### src/hdl/rse_pkg.sv
// Shared constants and types for the running standard deviation estimator.
package rse_pkg;

  localparam int SAMPLE_WIDTH = 16;
  localparam int COUNT_WIDTH  = 16;

  localparam int LIMIT_W = 16;
  localparam int MEAN_W  = 32;
  localparam int STD_W   = 24;
  localparam int FRAC_W  = 16;
  localparam int SUM_W   = 64;

  localparam int SQ_W    = SAMPLE_WIDTH + FRAC_W;
  localparam int WIDE_W  = (SQ_W > MEAN_W) ? SQ_W : MEAN_W;
  localparam int DELTA_W = WIDE_W + 1;
  localparam int MAG_W   = DELTA_W;
  localparam int NM_W    = DELTA_W + 1;
  localparam int PROD_W  = 2 * MAG_W;
  localparam int INC_W   = PROD_W - FRAC_W;
  localparam int ACC_W   = ((INC_W > SUM_W) ? INC_W : SUM_W) + 1;
  localparam int CMP_W   = (COUNT_WIDTH > LIMIT_W) ? COUNT_WIDTH : LIMIT_W;

  localparam int DIV_W      = SUM_W;
  localparam int DIV_STEP_W = $clog2(DIV_W / 2 + 1);
  localparam int MEAN_STEPS = (MAG_W + 1) / 2;
  localparam int VAR_STEPS  = DIV_W / 2;
  localparam int MEAN_ALIGN = DIV_W - 2 * MEAN_STEPS;

  localparam int MUL_CNT_W  = $clog2(MAG_W + 1);
  localparam int ROOT_W     = SUM_W / 2;
  localparam int SQRT_CNT_W = $clog2(ROOT_W + 1);

  localparam int IN_TDATA_W  = ((SAMPLE_WIDTH + 7) / 8) * 8;
  localparam int OUT_BITS    = MEAN_W + STD_W + 1;
  localparam int OUT_TDATA_W = ((OUT_BITS + 7) / 8) * 8;

  localparam int APB_DATA_W = 32;
  localparam int ADDR_W     = 3;

  localparam logic [ADDR_W-3:0]  REG_SAMPLE_LIMIT = '0;
  localparam logic [LIMIT_W-1:0] LIMIT_RESET      = LIMIT_W'(100);

  localparam logic signed [MEAN_W-1:0] MEAN_MAX = {1'b0, {(MEAN_W-1){1'b1}}};
  localparam logic signed [MEAN_W-1:0] MEAN_MIN = {1'b1, {(MEAN_W-1){1'b0}}};

  typedef enum logic [3:0] {
    ST_IDLE,
    ST_MEAN_DIV,
    ST_MEAN_WAIT,
    ST_MUL,
    ST_MUL_WAIT,
    ST_VAR_DIV,
    ST_VAR_WAIT,
    ST_SQRT,
    ST_SQRT_WAIT,
    ST_WRITE
  } state_t;

endpackage

### src/hdl/rse_div.sv
// Radix-4 restoring divider by the sample count, two quotient bits per cycle.
module rse_div
  import rse_pkg::*;
(
  input  logic                   clk,
  input  logic                   rst,
  input  logic                   start,
  input  logic [DIV_W-1:0]       dividend,
  input  logic [COUNT_WIDTH-1:0] divisor,
  input  logic [DIV_STEP_W-1:0]  steps,
  output logic [DIV_W-1:0]       quotient,
  output logic                   done
);

  logic [DIV_W-1:0]       quo;
  logic [DIV_W-1:0]       quo_next;
  logic [COUNT_WIDTH-1:0] rem;
  logic [COUNT_WIDTH-1:0] rem_mid;
  logic [COUNT_WIDTH-1:0] rem_next;
  logic [COUNT_WIDTH-1:0] den;
  logic [COUNT_WIDTH:0]   r1;
  logic [COUNT_WIDTH:0]   r2;
  logic                   ge1;
  logic                   ge2;
  logic [DIV_STEP_W-1:0]  cnt;
  logic                   busy;

  always_comb begin
    r1       = {rem, quo[DIV_W-1]};
    ge1      = r1 >= {1'b0, den};
    rem_mid  = ge1 ? COUNT_WIDTH'(r1 - {1'b0, den}) : COUNT_WIDTH'(r1);
    r2       = {rem_mid, quo[DIV_W-2]};
    ge2      = r2 >= {1'b0, den};
    rem_next = ge2 ? COUNT_WIDTH'(r2 - {1'b0, den}) : COUNT_WIDTH'(r2);
    quo_next = {quo[DIV_W-3:0], ge1, ge2};
  end

  always_ff @(posedge clk) begin
    if (rst) begin
      busy <= 1'b0;
      done <= 1'b0;
      cnt  <= '0;
    end else begin
      done <= 1'b0;
      if (start) begin
        busy <= 1'b1;
        cnt  <= steps;
      end else if (busy) begin
        cnt <= cnt - 1'b1;
        if (cnt == DIV_STEP_W'(1)) begin
          busy <= 1'b0;
          done <= 1'b1;
        end
      end
    end
  end

  always_ff @(posedge clk) begin
    if (start) begin
      quo <= dividend;
      rem <= '0;
      den <= divisor;
    end else if (busy) begin
      quo <= quo_next;
      rem <= rem_next;
    end
  end

  assign quotient = quo;

endmodule

### src/hdl/rse_mul.sv
// Bit-serial shift-add multiplier for the deviation product.
module rse_mul
  import rse_pkg::*;
(
  input  logic              clk,
  input  logic              rst,
  input  logic              start,
  input  logic [MAG_W-1:0]  a,
  input  logic [MAG_W-1:0]  b,
  output logic [PROD_W-1:0] product,
  output logic              done
);

  logic [PROD_W-1:0]    prod;
  logic [MAG_W-1:0]     mcand;
  logic [MAG_W:0]       upper;
  logic [MUL_CNT_W-1:0] cnt;
  logic                 busy;

  always_comb begin
    upper = {1'b0, prod[PROD_W-1:MAG_W]} + (prod[0] ? {1'b0, mcand} : '0);
  end

  always_ff @(posedge clk) begin
    if (rst) begin
      busy <= 1'b0;
      done <= 1'b0;
      cnt  <= '0;
    end else begin
      done <= 1'b0;
      if (start) begin
        busy <= 1'b1;
        cnt  <= MUL_CNT_W'(MAG_W);
      end else if (busy) begin
        cnt <= cnt - 1'b1;
        if (cnt == MUL_CNT_W'(1)) begin
          busy <= 1'b0;
          done <= 1'b1;
        end
      end
    end
  end

  always_ff @(posedge clk) begin
    if (start) begin
      prod  <= {{MAG_W{1'b0}}, b};
      mcand <= a;
    end else if (busy) begin
      prod <= {upper, prod[MAG_W-1:1]};
    end
  end

  assign product = prod;

endmodule

### src/hdl/rse_sqrt.sv
// Digit-by-digit integer square root, one root bit per cycle.
module rse_sqrt
  import rse_pkg::*;
(
  input  logic              clk,
  input  logic              rst,
  input  logic              start,
  input  logic [SUM_W-1:0]  radicand,
  output logic [ROOT_W-1:0] root,
  output logic              done
);

  logic [SUM_W-1:0]      x;
  logic [ROOT_W-1:0]     rt;
  logic [ROOT_W+1:0]     rem;
  logic [ROOT_W+3:0]     shifted;
  logic [ROOT_W+3:0]     trial;
  logic                  ge;
  logic [ROOT_W+1:0]     rem_next;
  logic [SQRT_CNT_W-1:0] cnt;
  logic                  busy;

  always_comb begin
    shifted  = {rem, x[SUM_W-1:SUM_W-2]};
    trial    = (ROOT_W+4)'({rt, 2'b01});
    ge       = shifted >= trial;
    rem_next = ge ? (ROOT_W+2)'(shifted - trial) : (ROOT_W+2)'(shifted);
  end

  always_ff @(posedge clk) begin
    if (rst) begin
      busy <= 1'b0;
      done <= 1'b0;
      cnt  <= '0;
    end else begin
      done <= 1'b0;
      if (start) begin
        busy <= 1'b1;
        cnt  <= SQRT_CNT_W'(ROOT_W);
      end else if (busy) begin
        cnt <= cnt - 1'b1;
        if (cnt == SQRT_CNT_W'(1)) begin
          busy <= 1'b0;
          done <= 1'b1;
        end
      end
    end
  end

  always_ff @(posedge clk) begin
    if (start) begin
      x   <= radicand;
      rt  <= '0;
      rem <= '0;
    end else if (busy) begin
      x   <= {x[SUM_W-3:0], 2'b00};
      rt  <= {rt[ROOT_W-2:0], ge};
      rem <= rem_next;
    end
  end

  assign root = rt;

endmodule

### src/hdl/running_stddev_estimator_top.sv
// Welford running mean and population standard deviation over a sample stream.
//
// Each sample word yields one result word carrying the running mean (Q16.16),
// the population standard deviation (Q16.8) and the done flag. A sample passes
// through the radix-4 divider for the mean step, the bit-serial multiplier,
// the divider for the variance and the square root unit. Once the sample count
// reaches sample_limit the statistics freeze and each further sample is
// answered with the frozen values. A new sample is taken while the previous
// result still waits in the output register. sample_limit lies at byte
// address 0 and should be written only while the block is idle.
module running_stddev_estimator_top
  import rse_pkg::*;
(
  input  logic                   clk,
  input  logic                   rst,
  // sample [15:0]
  input  logic                   s_tvalid,
  output logic                   s_tready,
  input  logic [IN_TDATA_W-1:0]  s_tdata,
  // mean_value [31:0], std_dev [55:32], estimation_done [56], zero fill above
  output logic                   m_tvalid,
  input  logic                   m_tready,
  output logic [OUT_TDATA_W-1:0] m_tdata,
  input  logic                   psel,
  input  logic                   penable,
  input  logic                   pwrite,
  input  logic [ADDR_W-1:0]      paddr,
  input  logic [APB_DATA_W-1:0]  pwdata,
  output logic [APB_DATA_W-1:0]  prdata,
  output logic                   pready
);

  state_t state;
  state_t state_next;

  logic [LIMIT_W-1:0]        sample_limit;
  logic [COUNT_WIDTH-1:0]    sample_count;
  logic signed [MEAN_W-1:0]  running_mean;
  logic [SUM_W-1:0]          sq_dev_sum;
  logic [STD_W-1:0]          dev_estimate;
  logic                      done_flag;

  logic signed [SQ_W-1:0]    sq;
  logic [MAG_W-1:0]          delta_mag;
  logic                      delta_neg;
  logic                      delta_pos;
  logic                      kill;

  logic signed [MEAN_W-1:0]  out_mean;
  logic [STD_W-1:0]          out_std;
  logic                      out_done;

  logic                      in_acc;
  logic                      out_free;
  logic                      reg_hit;
  logic                      div_start;
  logic                      div_var;
  logic                      mul_start;
  logic                      sqrt_start;

  logic signed [DELTA_W-1:0] delta;
  logic [MAG_W-1:0]          delta_mag_c;
  logic signed [DELTA_W-1:0] err;
  logic [MAG_W-1:0]          err_mag;
  logic signed [NM_W-1:0]    mean_ext;
  logic signed [NM_W-1:0]    qm_s;
  logic signed [NM_W-1:0]    nm;
  logic signed [MEAN_W-1:0]  nm_sat;
  logic [INC_W-1:0]          inc;
  logic [ACC_W-1:0]          acc;
  logic [SUM_W-1:0]          sum_sat;
  logic [STD_W-1:0]          std_sat;
  logic                      limit_hit;

  logic [DIV_W-1:0]          div_dividend;
  logic [DIV_STEP_W-1:0]     div_steps;
  logic [DIV_W-1:0]          div_q;
  logic                      div_done;
  logic [PROD_W-1:0]         mul_p;
  logic                      mul_done;
  logic [ROOT_W-1:0]         sqrt_root;
  logic                      sqrt_done;

  rse_div u_div (
    .clk      (clk),
    .rst      (rst),
    .start    (div_start),
    .dividend (div_dividend),
    .divisor  (sample_count),
    .steps    (div_steps),
    .quotient (div_q),
    .done     (div_done)
  );

  rse_mul u_mul (
    .clk     (clk),
    .rst     (rst),
    .start   (mul_start),
    .a       (delta_mag),
    .b       (err_mag),
    .product (mul_p),
    .done    (mul_done)
  );

  rse_sqrt u_sqrt (
    .clk      (clk),
    .rst      (rst),
    .start    (sqrt_start),
    .radicand (div_q),
    .root     (sqrt_root),
    .done     (sqrt_done)
  );

  // datapath arithmetic
  always_comb begin
    delta       = DELTA_W'(sq) - DELTA_W'(running_mean);
    delta_mag_c = delta[DELTA_W-1] ? MAG_W'(-delta) : MAG_W'(delta);
    err         = DELTA_W'(sq) - DELTA_W'(running_mean);
    err_mag     = err[DELTA_W-1] ? MAG_W'(-err) : MAG_W'(err);

    mean_ext = NM_W'(running_mean);
    qm_s     = signed'(NM_W'(div_q[MAG_W-1:0]));
    nm       = delta_neg ? mean_ext - qm_s : mean_ext + qm_s;
    if (nm > NM_W'(MEAN_MAX)) begin
      nm_sat = MEAN_MAX;
    end else if (nm < NM_W'(MEAN_MIN)) begin
      nm_sat = MEAN_MIN;
    end else begin
      nm_sat = MEAN_W'(nm);
    end

    inc     = kill ? '0 : mul_p[PROD_W-1:FRAC_W];
    acc     = ACC_W'(sq_dev_sum) + ACC_W'(inc);
    sum_sat = (acc[ACC_W-1:SUM_W] != '0) ? '1 : acc[SUM_W-1:0];

    std_sat   = (sqrt_root[ROOT_W-1:STD_W] != '0) ? '1 : sqrt_root[STD_W-1:0];
    limit_hit = CMP_W'(sample_count) >= CMP_W'(sample_limit);

    div_dividend = div_var ? sq_dev_sum : DIV_W'(delta_mag_c) << MEAN_ALIGN;
    div_steps    = div_var ? DIV_STEP_W'(VAR_STEPS) : DIV_STEP_W'(MEAN_STEPS);
  end

  assign in_acc   = s_tvalid && s_tready;
  assign out_free = !m_tvalid || m_tready;

  // next state
  always_comb begin
    state_next = state;
    unique case (state)
      ST_IDLE: begin
        if (in_acc) begin
          state_next = done_flag ? ST_WRITE : ST_MEAN_DIV;
        end
      end
      ST_MEAN_DIV:  state_next = ST_MEAN_WAIT;
      ST_MEAN_WAIT: if (div_done) state_next = ST_MUL;
      ST_MUL:       state_next = ST_MUL_WAIT;
      ST_MUL_WAIT:  if (mul_done) state_next = ST_VAR_DIV;
      ST_VAR_DIV:   state_next = ST_VAR_WAIT;
      ST_VAR_WAIT:  if (div_done) state_next = ST_SQRT;
      ST_SQRT:      state_next = ST_SQRT_WAIT;
      ST_SQRT_WAIT: if (sqrt_done) state_next = ST_WRITE;
      ST_WRITE:     if (out_free) state_next = ST_IDLE;
      default:      state_next = ST_IDLE;
    endcase
  end

  // state outputs
  always_comb begin
    s_tready   = 1'b0;
    div_start  = 1'b0;
    div_var    = 1'b0;
    mul_start  = 1'b0;
    sqrt_start = 1'b0;
    unique case (state)
      ST_IDLE:     s_tready = 1'b1;
      ST_MEAN_DIV: div_start = 1'b1;
      ST_MUL:      mul_start = 1'b1;
      ST_VAR_DIV: begin
        div_start = 1'b1;
        div_var   = 1'b1;
      end
      ST_SQRT:     sqrt_start = 1'b1;
      default: begin
        s_tready = 1'b0;
      end
    endcase
  end

  always_ff @(posedge clk) begin
    if (rst) begin
      state <= ST_IDLE;
    end else begin
      state <= state_next;
    end
  end

  // statistics
  always_ff @(posedge clk) begin
    if (rst) begin
      sample_count <= '0;
      running_mean <= '0;
      sq_dev_sum   <= '0;
      dev_estimate <= '0;
      done_flag    <= 1'b0;
    end else begin
      if (in_acc && !done_flag && sample_count != '1) begin
        sample_count <= sample_count + 1'b1;
      end
      if (state == ST_MEAN_WAIT && div_done) begin
        running_mean <= nm_sat;
      end
      if (state == ST_MUL_WAIT && mul_done) begin
        sq_dev_sum <= sum_sat;
      end
      if (state == ST_SQRT_WAIT && sqrt_done) begin
        dev_estimate <= std_sat;
        done_flag    <= limit_hit;
      end
    end
  end

  always_ff @(posedge clk) begin
    if (in_acc) begin
      sq <= {s_tdata[SAMPLE_WIDTH-1:0], {FRAC_W{1'b0}}};
    end
    if (state == ST_MEAN_DIV) begin
      delta_mag <= delta_mag_c;
      delta_neg <= delta[DELTA_W-1];
      delta_pos <= !delta[DELTA_W-1] && (delta != '0);
    end
    if (state == ST_MUL) begin
      kill <= (delta_neg && !err[DELTA_W-1] && err != '0) ||
              (delta_pos && err[DELTA_W-1]);
    end
  end

  // output register
  always_ff @(posedge clk) begin
    if (rst) begin
      m_tvalid <= 1'b0;
    end else if (state == ST_WRITE && out_free) begin
      m_tvalid <= 1'b1;
    end else if (m_tready) begin
      m_tvalid <= 1'b0;
    end
  end

  always_ff @(posedge clk) begin
    if (state == ST_WRITE && out_free) begin
      out_mean <= running_mean;
      out_std  <= dev_estimate;
      out_done <= done_flag;
    end
  end

  assign m_tdata = OUT_TDATA_W'({out_done, out_std, out_mean});

  // config port
  assign reg_hit = paddr[ADDR_W-1:2] == REG_SAMPLE_LIMIT;
  assign pready  = 1'b1;
  assign prdata  = reg_hit ? APB_DATA_W'(sample_limit) : '0;

  always_ff @(posedge clk) begin
    if (rst) begin
      sample_limit <= LIMIT_RESET;
    end else if (psel && penable && pwrite && pready && reg_hit) begin
      sample_limit <= pwdata[LIMIT_W-1:0];
    end
  end

endmodule

### config.mk
export PLATFORM = sky130hd
export DESIGN_NAME = running_stddev_estimator_top
export DESIGN_NICKNAME = d
export VERILOG_FILES = /design/src/hdl/rse_pkg.sv /design/src/hdl/rse_div.sv /design/src/hdl/rse_mul.sv /design/src/hdl/rse_sqrt.sv /design/src/hdl/running_stddev_estimator_top.sv
export SDC_FILE = /design/constraint.sdc
export NUM_CORES = 2
export LEC_CHECK = 0
export BUFFER_PORTS_ARGS = -buffer_cell sky130_fd_sc_hd__buf_4
export CAP_MARGIN = 25
export CORE_ASPECT_RATIO = 1.4
export CORE_MARGIN = 3
export CORE_UTILIZATION = 55
export DETAILED_ROUTE_END_ITERATION = 8
export GPL_ROUTABILITY_DRIVEN = 0
export PLACE_DENSITY = 0.72
export SETUP_SLACK_MARGIN = 0.1
export SKIP_CTS_REPAIR_TIMING = 1
export SYNTH_ARGS = -nofsm -noshare
export SYNTH_HDL_FRONTEND = slang
export SYNTH_SLANG_ARGS = --single-unit
### constraint.sdc
create_clock -name clk -period 8.4 [get_ports clk]
set_input_delay 0 -clock clk [delete_from_list [all_inputs] [get_ports clk]]
set_output_delay 0 -clock clk [all_outputs]
set_load 0.1 [all_outputs]
==> impl_results.md <==
- Max-cap violations: 0
- Ys async rst share: 0
- TritonCTS Buffers: 60
- Antenna-violating nets left: 0
- Yosys top cell by area: edfxtp_1
- Post-synth EDFFs: roughly 320
- Vias: 30800
- Worst Skew: between 0.03 and 0.04 ns
- Ranking of synthesized cells by area: edfxtp_1 (26%), dfxtp_1 (16%), ha_1 (7.5%)
- CP cell instances: inv_1 > ha_1 > nor2b_1 > o21a_1 > o21ai_0 > a21oi_1 > a31oi_1 > o22ai_1 > o31ai_2 > mux2_2 > inv_1 > ha_1 > nor2b_1 > o21a_1 > o21ai_0 > a21oi_1 > a221o_1 > a31oi_1 > o21ai_0 > or4b_1 > mux2_2 > a21oi_1
- DRC Markers: 0
- Mapped cell area: 37300 um2
- Combinational share of power: 0.348
- Net Sw Frac: 0.343
- Largest net degree at the start of global routing: 71
- Register area share after synthesis: 0.416
- Die Span Y: about 310 um
- Clk buf depth: 3
- Synthesized instance count: 4104
- Syn_area_per_cell: 9.10 um2
- Clk pwr share: 0.292
- Int Pwr: 6.64 mW
- DRT Pass-1 Iters: 6
- Share of cells above drive strength 1: 0.0899
- Crit. Startpoint: u_div.den[1]
- Synth top area share: 0.257
- Routed len/inst: between 20 and 25 um
- Area grow syn2layout: 10.6%
- Worst R2R Setup Slack: 1.80 ns
- IO buf count: roughly 110
- Crit-path max FO: 18
- HP Class: in -> reg
- Clk Tree Root Cell: clkbuf_16
- Final wirelength: 102000 um
- Unique masters post-synth: 98
- Vias in the first global route: ~30000
- Max_slew headroom: 0.280
- Ports: 157
- Initial Util: 0.557
- Worst reg2reg startpoint: u_div.den[1]
- GRT Resource Usage Total: 0.282
- Overflow after GRT: 0
- VDD IR max: 0.193 mV
- Worst-margin pin slew: 1.05 ns
- Worst reg2reg path depth: 22
- Final hold violation count: 0
- Clock transition at path regs: around 0.06 ns
- TNS Setup: 0 ns
- Vias/cell: 6.10
- Antenna violations before repair: 1
- Sequential share of power: 0.360
- Buf/Inv on CP: 2
- Clk sinks: 616
- Fin. max-slew vios: 0
- Final worst path period need: approximately 6.6 ns
- DP Area: 38600 um2
- CP Class: reg -> reg
- Final net count: 4437
- Synthesis-stage register bit count: between 600 and 700
- CP Capture Point: u_div.rem[1]
- CP max-delay cell: or4b_1
- YS warnings: 0
- Global-route wire length before repair: roughly 160000 um
- RR Endpoint: u_div.rem[1]
- FILL cells: 5721
- CP Launch Type: register
- Arr. time, crit path: 7.17 ns
- Required time worst endpoint: between 8 and 9 ns
- CTS tree: built
- FMAX: between 150 and 200 MHz
- Clk_lat worst skew: 0.65 ns
- Row cnt: 112
- Leakage Power: 16.7 nW
- Post-DP HPWL: 73400 um
- Final setup fails: 0
- Status: completed
- Core Area: approximately 67000 um2
- Final instance area: 41300 um2
- Worst path max stage delay: 0.96 ns
- CP Capture Type: register
- Period Utilization, post-route: 0.785
- Chip Width: 226 um
- DIE AREA: 71100 um2
- H-tree depth: 2
- CP delay by family, top: compound AO/OA/AOI/OAI gates
- RSZ-0062 raised after global routing: no
- Top FF cell, synth: edfxtp_1
- Pwr/cell area: approximately 240 nW/um2
- NetSw: around 3.5 mW
- Crit path depth: 22
- Initial DRC count: 2483
[per-stage QoR]
stage | total power, mW | hold slack (ns) | instances | setup WS [ns] | util
after CTS | 10.1 | -0.487 | 5011 | 1.84 | 0.609
after global placement | 7.11 | 0.180 | 4897 | 1.89 | 0.576
after detailed placement | 7.16 | 0.181 | 4897 | 1.88 | 0.576
final | 10.1 | 0.0902 | 5059 | 1.80 | 0.616
after floorplan | 6.36 | 0.0989 | 4126 | 2.47 | -
after global routing | 10.7 | 0.0687 | 5058 | 1.42 | 0.616
[per-layer routing]
metal,wire length [um],part of all wire,up-vias,global-route usage
li1,-,-,14900,-
met4,5590,0.055,0,0.135
met3,5400,0.053,282,0.0392
met2,50400,0.49,904,0.494
met5,0,0,-,0
met1,40700,0.40,14800,0.339
[power groups by stage]
stage	combinational (mW)	sequential, mW	clock [mW]
2_1_floorplan	2.74	3.61	0
3_3_place_gp	3.42	3.70	0
3_5_place_dp	3.46	3.70	0
4_1_cts	3.49	3.64	3.00
5_1_grt	3.88	3.67	3.11
6_report	3.52	3.64	2.95
[kinds of logic after synthesis]
group / after synthesis / share of synthesized area
and+or+nand+nor: 1300 / 0.166
AOI/OAI and AO/OA: 1146 / 0.196
DFF: 616 / 0.416
buffers and inverters: 422 / 0.0475
xor gates and xnor gates: 259 / 0.0608
adders and majority gates: 228 / 0.0774
muxes: 131 / 0.0360
other: 2 / 0.000201
[cell usage in the layout, fill, tap and decap left out, drive strengths merged, types with 47 or more instances in the layout]
| cell | count |
|---|---|
| a21o | 102 |
| a21oi | 330 |
| and2 | 48 |
| buf | 151 |
| clkbuf | 85 |
| dfxtp | 297 |
| edfxtp | 319 |
| ha | 223 |
| inv | 189 |
| mux2i | 108 |
| nand2 | 482 |
| nand2b | 47 |
| nand3 | 75 |
| nor2 | 285 |
| nor2b | 80 |
| nor3 | 91 |
| o21ai | 307 |
| xnor2 | 185 |
| xor2 | 74 |
[cell usage after synthesis (40+ instances only)]
cell type	number
a21o_1	99
a21oi_1	330
a31oi_1	41
and2_1	47
and3_1	40
clkbuf_1	167
dfxtp_1	297
edfxtp_1	319
ha_1	223
inv_1	186
mux2i_1	108
nand2_1	482
nand2b_1	47
nand3_1	75
nor2_1	283
nor2b_1	80
nor3_1	91
o21ai_0	288
xnor2_1	185
xor2_1	74
[how the worst min path moves through the flow]
stage,from,to,slack (ns),depth (start not counted)
after floorplan,s_tdata[0],sq[16],0.1,0
after global placement,s_tdata[11],sq[27],0.18,1
after detailed placement,s_tdata[9],sq[25],0.18,1
after CTS,s_tdata[2],sq[18],-0.49,1
after global routing,s_tdata[13],sq[29],0.07,2
final,s_tdata[5],sq[21],0.09,2
[worst reg2reg max path: cells and delay by family, from the launching register on]
| family | cells | cell delay (ns) |
|---|---|---|
| AOI/OAI and AO/OA | 13 | 3.26 |
| adders and majority gates | 2 | 0.50 |
| buffers and inverters | 2 | 0.22 |
| DFF | 1 | 0.42 |
| muxes | 2 | 0.90 |
| and+or+nand+nor | 3 | 1.23 |
[flip-flops by register name, summed over array words and instances (netlist names), 24 cells and up]
| register | cells |
|---|---|
| out_std | 24 |
| delta_mag | 33 |
| out_mean | 32 |
| u_sqrt.rem | 34 |
| dev_estimate | 24 |
| u_sqrt.x | 64 |
| u_div.quotient | 64 |
| u_mul.product | 66 |
| sq_dev_sum | 64 |
| running_mean | 32 |
| u_mul.mcand | 33 |
| u_sqrt.root | 32 |
[area by class of cell]
type                    count  area [um2]  area share
multi-input cells        3088       20200       0.489
flip-flops and latches    616       15500       0.376
clock buffers              81        1770      0.0430
repair buffers            197        1610      0.0390
well taps                 855        1070      0.0259
inverters                 188         708      0.0172
clock inverters            33         407     0.00985
diodes                      1        2.50   0.0000606
No activity file was read; power rests on OpenSTA's default activity.
